--- src/hw/rtl/modbus_rtu_frame_crc_engine_macros.svh ---
`ifndef MODBUS_RTU_FRAME_CRC_ENGINE_MACROS_SVH
`define MODBUS_RTU_FRAME_CRC_ENGINE_MACROS_SVH

// same-cycle implication, disabled during reset
`define MRC_ASSERT_NOW(label, clk, rst_n, ante, cons, msg) \
  label: assert property (@(posedge clk) disable iff (!rst_n) (ante) |-> (cons)) \
    else $error(msg);

// next-cycle implication, disabled during reset
`define MRC_ASSERT_NEXT(label, clk, rst_n, ante, cons, msg) \
  label: assert property (@(posedge clk) disable iff (!rst_n) (ante) |=> (cons)) \
    else $error(msg);

`endif

--- src/hw/rtl/mrc_pkg.sv ---
package mrc_pkg;

  localparam logic [15:0] CRC_PRESET = 16'hFFFF;
  localparam logic [15:0] CRC_POLY   = 16'hA001;

  localparam logic [1:0] KIND_TX     = 2'd0;
  localparam logic [1:0] KIND_WORD   = 2'd1;
  localparam logic [1:0] KIND_STATUS = 2'd2;

  localparam logic REG_WORD_COUNT      = 1'b0;
  localparam logic REG_EXPECTED_LENGTH = 1'b1;

  localparam logic [7:0] COUNT_MAX = 8'd255;

  typedef struct packed {
    logic        end_of_run;
    logic [7:0]  frame_len;
    logic        length_ok;
    logic        crc_ok;
    logic [6:0]  word_index;
    logic [15:0] word_value;
    logic [7:0]  byte_out;
    logic [1:0]  kind;
  } res_t;

  typedef struct packed {
    logic [1:0]       count;
    res_t [2:0]       ent;
  } grp_t;

  function automatic logic [15:0] crc_byte(input logic [15:0] acc, input logic [7:0] b);
    logic [15:0] a;
    a = acc ^ {8'h00, b};
    for (int k = 0; k < 8; k++) begin
      a = a[0] ? ((a >> 1) ^ CRC_POLY) : (a >> 1);
    end
    return a;
  endfunction

endpackage

--- src/hw/rtl/mrc_frame.sv ---
module mrc_frame (
  input  logic          clk,
  input  logic          rst_n,
  input  logic          accept,
  input  logic          func,
  input  logic [7:0]    byte_value,
  input  logic          last,
  input  logic [6:0]    word_count,
  input  logic [7:0]    expected_length,
  output mrc_pkg::grp_t grp
);
  import mrc_pkg::*;

  logic [15:0] crc_r, crc_nxt;
  logic [7:0]  count_r, count_nxt;
  logic [7:0]  d0_r, d0_nxt;
  logic [7:0]  d1_r, d1_nxt;
  logic [7:0]  high_r, high_nxt;

  logic [7:0]  pos_inc;
  logic [15:0] crc_tx;
  logic [15:0] crc_rx;
  logic [7:0]  off;
  logic [6:0]  j;
  logic        word_zone;
  logic        word_fire;
  res_t        word_res;
  res_t        stat_res;

  always_comb begin
    pos_inc   = (count_r == COUNT_MAX) ? COUNT_MAX : count_r + 8'd1;
    crc_tx    = crc_byte(crc_r, byte_value);
    crc_rx    = (count_r >= 8'd2) ? crc_byte(crc_r, d0_r) : crc_r;
    off       = count_r - 8'd3;
    j         = off[7:1];
    word_zone = (count_r >= 8'd3) && (count_r != COUNT_MAX) && (j < word_count);
    word_fire = word_zone && off[0];

    word_res            = '0;
    word_res.kind       = KIND_WORD;
    word_res.word_value = {high_r, byte_value};
    word_res.word_index = j;
    word_res.end_of_run = !last;

    stat_res            = '0;
    stat_res.kind       = KIND_STATUS;
    stat_res.crc_ok     = (pos_inc >= 8'd3) && ({byte_value, d1_r} == crc_rx);
    stat_res.length_ok  = (pos_inc == expected_length);
    stat_res.frame_len  = pos_inc;
    stat_res.end_of_run = 1'b1;

    grp       = '0;
    crc_nxt   = crc_r;
    count_nxt = pos_inc;
    d0_nxt    = d0_r;
    d1_nxt    = d1_r;
    high_nxt  = high_r;

    if (!func) begin
      crc_nxt                = crc_tx;
      grp.ent[0].kind        = KIND_TX;
      grp.ent[0].byte_out    = byte_value;
      grp.ent[0].end_of_run  = !last;
      grp.ent[1].kind        = KIND_TX;
      grp.ent[1].byte_out    = crc_tx[7:0];
      grp.ent[2].kind        = KIND_TX;
      grp.ent[2].byte_out    = crc_tx[15:8];
      grp.ent[2].end_of_run  = 1'b1;
      grp.count              = last ? 2'd3 : 2'd1;
    end else begin
      crc_nxt = crc_rx;
      d0_nxt  = d1_r;
      d1_nxt  = byte_value;
      if (word_zone && !off[0]) begin
        high_nxt = byte_value;
      end
      if (word_fire) begin
        grp.ent[0] = word_res;
        grp.ent[1] = stat_res;
        grp.count  = last ? 2'd2 : 2'd1;
      end else begin
        grp.ent[0] = stat_res;
        grp.count  = last ? 2'd1 : 2'd0;
      end
    end

    if (last) begin
      crc_nxt   = CRC_PRESET;
      count_nxt = '0;
      d0_nxt    = '0;
      d1_nxt    = '0;
      high_nxt  = '0;
    end
  end

  always_ff @(posedge clk) begin
    if (!rst_n) begin
      crc_r   <= CRC_PRESET;
      count_r <= '0;
      d0_r    <= '0;
      d1_r    <= '0;
      high_r  <= '0;
    end else if (accept) begin
      crc_r   <= crc_nxt;
      count_r <= count_nxt;
      d0_r    <= d0_nxt;
      d1_r    <= d1_nxt;
      high_r  <= high_nxt;
    end
  end

endmodule

--- src/hw/rtl/mrc_out_stage.sv ---
module mrc_out_stage (
  input  logic          clk,
  input  logic          rst_n,
  input  logic          load,
  input  mrc_pkg::grp_t grp,
  output logic          can_load,
  output logic          res_valid,
  input  logic          res_ready,
  output mrc_pkg::res_t res
);
  import mrc_pkg::*;

  res_t [2:0] ent_r;
  logic [1:0] cnt_r;
  logic [1:0] idx_r, idx_nxt;

  always_comb begin
    res_valid = (idx_r != cnt_r);
    can_load  = !res_valid || (res_ready && ((idx_r + 2'd1) == cnt_r));
    idx_nxt   = (res_valid && res_ready) ? idx_r + 2'd1 : idx_r;
    case (idx_r)
      2'd1:    res = ent_r[1];
      2'd2:    res = ent_r[2];
      default: res = ent_r[0];
    endcase
  end

  always_ff @(posedge clk) begin
    if (load) begin
      ent_r <= grp.ent;
    end
  end

  always_ff @(posedge clk) begin
    if (!rst_n) begin
      cnt_r <= '0;
      idx_r <= '0;
    end else if (load) begin
      cnt_r <= grp.count;
      idx_r <= '0;
    end else begin
      idx_r <= idx_nxt;
    end
  end

endmodule

--- src/hw/rtl/modbus_rtu_frame_crc_engine.sv ---
// Modbus RTU frame engine with CRC-16/MODBUS (preset FFFF, reflected poly A001).
// Input stream: one frame byte per transfer; in_tuser picks transmit (0) or
// receive (1), in_tlast marks the final byte of a frame.
// Result stream: out_tuser gives the result kind (transmit byte, register
// word, frame status); out_tlast marks the final result caused by one byte.
// Transmit: each byte is echoed; the last byte also appends the CRC, low
// byte first (three results). Receive: register words and, on the last
// byte, one status result; a byte may cause no result at all.
// Latency: first result of a byte is valid the cycle after its transfer.
// Throughput: one byte per cycle while out_tready is high and each byte causes
// at most one result; a byte causing more results holds the input until the
// result group register has drained them, one result per cycle while out_tready is high.
// Config: cfg_we writes word_count (index 0) or expected_length (index 1);
// write only while idle.
// Reset: frame state clears, word_count = 1, expected_length = 9, no result.
// Stall: while out_tready is low the pending result holds and in_tready stays
// low; a new byte is taken only when no result is pending or in the cycle the
// last pending result of the previous byte transfers.
module modbus_rtu_frame_crc_engine (
  input  logic        clk,
  input  logic        rst_n,
  input  logic        in_tvalid,
  output logic        in_tready,
  input  logic [7:0]  in_tdata,   // [7:0] byte_value
  input  logic        in_tuser,   // [0] func
  input  logic        in_tlast,
  output logic        out_tvalid,
  input  logic        out_tready,
  output logic [47:0] out_tdata,  // [7:0] byte_out, [23:8] word_value, [30:24] word_index,
                                  // [31] crc_ok, [32] length_ok, [40:33] frame_len, zero pad
  output logic [1:0]  out_tuser,  // [1:0] kind
  output logic        out_tlast,
  input  logic        cfg_we,
  input  logic        cfg_addr,
  input  logic [7:0]  cfg_wdata
);
  import mrc_pkg::*;

  `include "modbus_rtu_frame_crc_engine_macros.svh"

  logic [6:0] word_count_r;
  logic [7:0] expected_length_r;
  logic       accept;
  grp_t       grp;
  res_t       res;
  logic       grp_busy;
  logic       out_end_xfer;

  assign accept = in_tvalid && in_tready;

  always_ff @(posedge clk) begin
    if (!rst_n) begin
      word_count_r      <= 7'd1;
      expected_length_r <= 8'd9;
    end else if (cfg_we) begin
      case (cfg_addr)
        REG_WORD_COUNT:      word_count_r      <= cfg_wdata[6:0];
        REG_EXPECTED_LENGTH: expected_length_r <= cfg_wdata;
        default:             word_count_r      <= word_count_r;
      endcase
    end
  end

  mrc_frame u_frame (
    .clk             (clk),
    .rst_n           (rst_n),
    .accept          (accept),
    .func            (in_tuser),
    .byte_value      (in_tdata),
    .last            (in_tlast),
    .word_count      (word_count_r),
    .expected_length (expected_length_r),
    .grp             (grp)
  );

  mrc_out_stage u_out (
    .clk       (clk),
    .rst_n     (rst_n),
    .load      (accept),
    .grp       (grp),
    .can_load  (in_tready),
    .res_valid (out_tvalid),
    .res_ready (out_tready),
    .res       (res)
  );

  assign out_tdata = {7'd0, res.frame_len, res.length_ok, res.crc_ok,
                      res.word_index, res.word_value, res.byte_out};
  assign out_tuser = res.kind;
  assign out_tlast = res.end_of_run;

  assign grp_busy     = (grp.count != 2'd0);
  assign out_end_xfer = out_tvalid && out_tready && out_tlast;

  `MRC_ASSERT_NEXT(a_load_valid, clk, rst_n, accept, out_tvalid == $past(grp_busy), "bad valid")
  `MRC_ASSERT_NOW(a_idle_ready, clk, rst_n, !out_tvalid, in_tready, "input stalled while idle")
  `MRC_ASSERT_NOW(a_run_end_ready, clk, rst_n, out_end_xfer, in_tready, "stalled at run end")

endmodule
--- config.mk ---
export PLATFORM = sky130hd
export DESIGN_NAME = modbus_rtu_frame_crc_engine
export DESIGN_NICKNAME = d
export VERILOG_FILES = /design/src/hw/rtl/mrc_pkg.sv /design/src/hw/rtl/mrc_frame.sv /design/src/hw/rtl/mrc_out_stage.sv /design/src/hw/rtl/modbus_rtu_frame_crc_engine.sv
export VERILOG_INCLUDE_DIRS = /design/src /design/src/hw/rtl
export SDC_FILE = /design/constraint.sdc
export NUM_CORES = 1
export LEC_CHECK = 0
export ABC_CLOCK_PERIOD_IN_PS = 4920
export BUFFER_PORTS_ARGS = -buffer_cell sky130_fd_sc_hd__clkbuf_2
export CAP_MARGIN = 10
export CORE_MARGIN = 5
export CORE_UTILIZATION = 55
export DETAILED_ROUTE_END_ITERATION = 6
export PLACE_DENSITY = 0.74
export SYNTH_ARGS = -nofsm -noshare
export SYNTH_HDL_FRONTEND = slang
export SYNTH_SLANG_ARGS = --single-unit
export TNS_END_PERCENT = 100
--- constraint.sdc ---
create_clock -name clk -period 4.92 [get_ports clk]
set_clock_uncertainty 0.1 [all_clocks]
set_input_delay 0.492 -clock clk [delete_from_list [all_inputs] [get_ports clk]]
set_output_delay 0.492 -clock clk [all_outputs]
set_load 0.01 [all_outputs]
Word level (Yosys, flattened, before mapping)
Index checks and enable logic that the tools add are counted.
- input bits: 24
- output and inout port bits: 53
- logic and storage cells: 124
- flip-flop bits (word level): 166
- magnitude comparators: 4
- multiplexer cells: 39
- $add $sub $neg: 3
- bitwise logic cells: 21
- reductions and logical operators: 21
- equal/unequal tests: 8
- operators with widths (operator ; number):
    $mux W16 ; 19
    $mux W44 ; 2
    $pmux W44 S2 ; 1
    $mux W8 ; 9
    $not A2 Y3 ; 16
    $xor A16 B8 Y16 ; 2
    $ge A8 B2 Y1 const B ; 3
    $eq A16 B16 Y1 ; 1
    $mux W11 ; 1
    $mux W10 ; 1
    $add A8 B1 Y8 const B ; 1
    $eq A8 B8 Y1 ; 1
    $eq A8 B8 Y1 const B ; 1
    $logic_and A1 B1 Y1 ; 8
    $mux W2 ; 4
    $ne A8 B8 Y1 const B ; 1
    $reduce_and A2 Y1 ; 4
    $sub A8 B2 Y8 const B ; 1
    $lt A7 B7 Y1 ; 1
    $reduce_bool A2 Y1 ; 2
    $reduce_or A2 Y1 ; 2
    $logic_not A1 Y1 ; 3
    $not A1 Y1 ; 3
    $reduce_and A3 Y1 ; 1
    other kinds (7) ; 8

Logic depth before layout (Yosys ltp)
- depth in word-level cells: 22
- mapped depth: 15
- gate-level depth less buffers: 13

Cells and area by module
Synthesis repeated with hierarchy kept, for this count alone.
- cells, all modules: 940
- area total of the unflattened synthesis: 9935.8 um^2
- modules (own cells, without submodules) (module ; sequential area each (um^2) ; area each (um^2) ; cells an instance ; instances):
    mrc_out_stage ; 4043.9 ; 5036.1 ; 312 ; 1
    mrc_frame ; 960.9 ; 4250.3 ; 557 ; 1
    modbus_rtu_frame_crc_engine ; 300.3 ; 649.4 ; 71 ; 1

Worst setup path before layout
OpenSTA, ideal clock, no wires.
- kind: register to register
- start: register u_frame.count_r[4]
- end: register u_out.ent_r[14] in the netlist's numbering (data pin)
- setup slack: 1.850 ns
- stages on the path, launching flop included: 16
- setup time: 0.129 ns
- path buffers: 4
- period minus slack after synthesis: 3.070 ns
- data arrival time: 2.841 ns
- required time: 4.691 ns
- cell sequence: dfxtp_1 > buf_6 > or4_1 > buf_2 > nor2_1 > xor2_1 > ha_1 > a21o_1 > a21oi_1 > and3_4 > nand2b_2 > or3_1 > buf_6 > inv_2 > buf_6 > and2_4
- word-level cells in the longest chain between the ends: 5
- elaborated cells on any way between the ends: 8
- those cells by class: 1 x add/sub; 2 x order compare; 1 x eq/ne; 4 x reduce/logical
- ends and longest elaborated chain (element ; line ; source):
    start, declared ; mrc_frame.sv:15 ; logic [7:0] count_r, count_nxt;
    start signal, assigned ; mrc_frame.sv:105 ; count_r <= count_nxt;
    $sub A8 B2 Y8 ; mrc_frame.sv:34 ; off = count_r - 8'd3;
    named net u_frame.off[6] ; mrc_frame.sv:23 ; logic [7:0] off;
    $lt A7 B7 Y1 ; mrc_frame.sv:36 ; word_zone = (count_r >= 8'd3) && (count_r != COUNT_MAX) && (j < word_count);
    $logic_and A1 B1 Y1 ; mrc_frame.sv:36 ;
    $logic_and A1 B1 Y1 ; mrc_frame.sv:37 ; word_fire = word_zone && off[0];
    $reduce_and A2 Y1 (no line) ; - ;
    end signal, assigned ; mrc_out_stage.sv:30 ; ent_r <= grp.ent;
    end, declared ; mrc_out_stage.sv:13 ; res_t [2:0] ent_r;
The timed path passes the listed nets, and every way through them passes these cells.
A chain may end at the register's enable or synchronous reset.

Worst setup path after layout
- start: register u_frame.count_r[0]
- end: register u_out.ent_r[31] in the netlist's numbering (data pin)
Same word-level chain as after synthesis.

==> results.md <==
* Run status: complete, no violations
* Netlist cell types at 70
* Reg clk slew, reported paths at 60 ps
* CP cell instances: ha_1, xor2_1, inv_1, ha_1, a21boi_0, o21a_1, o21ai_0, a21oi_1, nand2b_2, or3_1, inv_2, and2_4
* Floorplan die area at 15900 um^2
* Via/cell ratio at 5.97
* Number of gates resized after CTS at 0
* Max_cap viols at 0
* Number of instances in the synthesized netlist at 751
* Kind of start point of the critical path: register
* Share of the yosys chip area belonging to registers at 46.9%
* Number of enable flip-flop cells after synthesis at 71
* Cell type of the slowest stage on the worst timing path: sky130_fd_sc_hd__dfxtp_1
* Synth-to-Final Area Change at 12.1%
* Top-area cell type share of the netlist area at 28.8%
* Hpwl dp at 12900 um
* Pleak at 3.26 nW
* CTS HTree Levels at 4
* Async SR Flop Fraction at 0%
* Number of sinks on the clock net at 138
* Global routing usage on met2 at 38.5%
* Count of final setup violators at 0
* CTS tree: done
* WS Path Type: register to register
* Overall routed net length at 18800 um
* Initial core utilization at 56.0%
* Slowest stage delay, CP at 620 ps
* Slew margin rel. at 27.6%
* RSZ-0062 raised after global routing: false
* Critical path buffer and inverter count at 2
* Clock latency of the later-clocked register in the worst-skew pair at 420 ps
* Overflow left after global routing at 0
* Chip Height at 126 um
* Placement-stage worst setup slack at 1190 ps
* Chip Width at 126 um
* Worst setup slack for register-to-register paths at 1080 ps
* Global-route met3 utilization at 4.32%
* Avg Inst Size Synth at 9.87 um^2
* Clock tree root driver cell: sky130_fd_sc_hd__clkbuf_16
* Setup TNS after final layout at 0 ps
* Post-route cell area at 8310 um^2
* Placed Area at 7760 um^2
* Via count of the first global-routing pass at 5803
* Initial antenna violation count at 0
* Cell repeated most along the worst path: sky130_fd_sc_hd__ha_1
* Last weighted congestion value of the routability-driven placer at 0.950
* Final core occ at 62.8%
* Post-route worst setup slack at 1080 ps
* Summed instance area of the synthesized netlist at 7410 um^2
* Total Nets Final at 828
* Buffer count from post-CTS setup fixing at 0
* Biggest fanout along the worst timing path at 20
* Cell taking the most area after synthesis: sky130_fd_sc_hd__edfxtp_1
* Power Dens Cells at 425 nW/um^2
* Fraction of layout instances using a drive strength above 1 at 17.6%
* Core area at 13200 um^2
* Grt met1 use at 31.8%
* Class of the tightest hold or removal check: primary input to register
* Number of antenna diodes at 0
* Gr busiest metal: met2
* Ratio of final minimum period to clock period at 78.1%
* Buffer depth of the longest clock path at 2
* Port Buffer Count at 69
* Top cells by area in the synthesized netlist: sky130_fd_sc_hd__edfxtp_1 (29%), sky130_fd_sc_hd__dfxtp_1 (18%), sky130_fd_sc_hd__xnor2_1 (5.6%), sky130_fd_sc_hd__nand2_1 (3.3%), sky130_fd_sc_hd__nor2_1 (3.2%)
* Required time at the worst-slack endpoint at 4990 ps
* Most instantiated flip-flop cell in the synthesis netlist: sky130_fd_sc_hd__edfxtp_1
* Largest vdd supply drop at 0.284 mV
* Total global routing track utilization at 23.8%
* Max Freq at 260 MHz
* Synth Register Bits at 138
* Final antenna-violating net count at 0
* Number of core rows at 42
* Final Hold Viols at 0
* Yosys Warn Count at 0
* TritonRoute pass-1 iters at 6
* Endpoint kind of the worst setup timing path: register
* DR WL/cell at 19.1 um
* IO Count at 77
* Total count of max-transition violations in the final report at 0
* Arrival time at the worst endpoint at 3920 ps
* Pin slew with the least headroom to its limit at 1080 ps
* Final routed DRC violation total at 0
* TritonCTS buffer count at 17
* Cell type group with the largest total delay on the critical path: simple AND/OR/NAND/NOR gates
* Hold buffer count at cts at 0
* Final min period at 3840 ps
* Number of DRC markers after the initial detailed-route iteration at 991
* Hold Worst Slack at 196 ps
* First-pass GRT wire length at 30300 um
* Maximum number of pins on one net before global-route repair at 50
* Vias at 5856
## layout by cell type, fill, tap and decap left out, types with 4 or more instances in the layout
| cell type | instances |
|---|---|
| sky130_fd_sc_hd__and2_1 | 34 |
| sky130_fd_sc_hd__dfxtp_1 | 67 |
| sky130_fd_sc_hd__xnor2_2 | 5 |
| sky130_fd_sc_hd__o21ai_0 | 32 |
| sky130_fd_sc_hd__buf_4 | 7 |
| sky130_fd_sc_hd__clkbuf_2 | 69 |
| sky130_fd_sc_hd__xnor2_1 | 47 |
| sky130_fd_sc_hd__conb_1 | 7 |
| sky130_fd_sc_hd__a22o_1 | 10 |
| sky130_fd_sc_hd__o211ai_1 | 5 |
| sky130_fd_sc_hd__inv_1 | 26 |
| sky130_fd_sc_hd__a211oi_1 | 5 |
| sky130_fd_sc_hd__a22oi_1 | 11 |
| sky130_fd_sc_hd__or3_1 | 6 |
| sky130_fd_sc_hd__nand3b_1 | 12 |
| sky130_fd_sc_hd__o22ai_1 | 4 |
| sky130_fd_sc_hd__mux2i_1 | 15 |
| sky130_fd_sc_hd__nor3_1 | 13 |
| sky130_fd_sc_hd__nor2_1 | 64 |
| sky130_fd_sc_hd__a21oi_1 | 42 |
| sky130_fd_sc_hd__a32o_1 | 8 |
| sky130_fd_sc_hd__clkinvlp_4 | 4 |
| sky130_fd_sc_hd__edfxtp_1 | 71 |
| sky130_fd_sc_hd__nand2_1 | 66 |
| sky130_fd_sc_hd__nand3_1 | 13 |
| sky130_fd_sc_hd__ha_1 | 12 |
| sky130_fd_sc_hd__a21o_1 | 5 |
| sky130_fd_sc_hd__clkbuf_16 | 17 |
| sky130_fd_sc_hd__nor4_1 | 5 |
| sky130_fd_sc_hd__o22a_1 | 7 |
| sky130_fd_sc_hd__nor2b_1 | 10 |
| sky130_fd_sc_hd__xor2_1 | 21 |
| sky130_fd_sc_hd__and2_4 | 19 |
## cell usage after synthesis, drive strengths merged, types with 6 or more instances
library cell  instances
a21oi                42
a22o                 10
a22oi                11
a32o                  8
and2                 53
buf                  21
clkbuf               39
dfxtp                67
edfxtp               71
ha                   12
inv                  28
mux2i                15
nand2                66
nand3                13
nand3b               12
nor2                 65
nor2b                10
nor3                 13
nor4                  8
o21ai                34
o22a                  7
or3                   6
xnor2                52
xor2                 21
## worst register-to-register path, cell delays in order (launching register included)
cell and delay [ps]:
sky130_fd_sc_hd__dfxtp_1 620, sky130_fd_sc_hd__ha_1 410, sky130_fd_sc_hd__xor2_1 230, sky130_fd_sc_hd__inv_1 80
sky130_fd_sc_hd__ha_1 270, sky130_fd_sc_hd__a21boi_0 180, sky130_fd_sc_hd__o21a_1 130, sky130_fd_sc_hd__o21ai_0 70
sky130_fd_sc_hd__a21oi_1 280, sky130_fd_sc_hd__nand2b_2 200, sky130_fd_sc_hd__or3_1 480, sky130_fd_sc_hd__inv_2 300
sky130_fd_sc_hd__and2_4 250
## power breakdown
part / internal [mW] / switching (mW) / leakage, nW
clock network: 0.692 / 0.503 / 0.257
registers: 1.41 / 0.0796 / 1.24
logic: 0.317 / 0.528 / 1.76
## cells by family after synthesis
group	count (synthesis)	share of synthesized area, %
and+or+nand+nor	265	19.0
AOI/OAI and AO/OA	152	13.8
DFF	138	46.9
buffers and inverters	89	5.43
xor gates and xnor gates	78	10.7
muxes	16	2.18
adders and majority gates	12	2.03
other	1	0.0506
## through the flow
step | power, mW | cells
floorplan | 2.06 | 757
global placement | 2.32 | 949
detailed placement | 2.35 | 949
CTS | 3.53 | 981
global route | 3.68 | 981
finish | 3.53 | 981
## sequential cells by signal (all words and copies together), names as in the netlist
name	cells
expected_length_r	8
u_frame.count_r	8
u_frame.crc_r	16
u_frame.d0_r	8
u_frame.d1_r	8
u_frame.high_r	8
u_out.cnt_r	2
u_out.ent_r	71
u_out.idx_r	2
word_count_r	7
## final timing paths
path	from	to	cells past startpoint
worst min register to register	u_frame.d1_r[4]	u_frame.d1_r[4]	2
worst min-delay path	cfg_wdata[7]	expected_length_r[7]	3
worst max register to register	u_frame.count_r[0]	u_out.ent_r[31]	12
worst max-delay path	u_frame.count_r[0]	u_out.ent_r[31]	12
## per-layer routing
layer	up-vias	wire, um
li1	2706	-
met1	2762	7820
met2	331	8680
met3	57	1650
met4	0	610
met5	-	0
## cell type report
cell class | instances | area [um^2]
Fill cell | 1108 | 4930
Inverter | 29 | 109
Clock buffer | 17 | 425
Sequential cell | 138 | 3470
Tap cell | 176 | 220
Timing Repair Buffer | 76 | 398
Multi-Input combinational cell | 530 | 3560
Clock inverter | 15 | 126
Note: power is estimated with default switching activity, not from simulation.
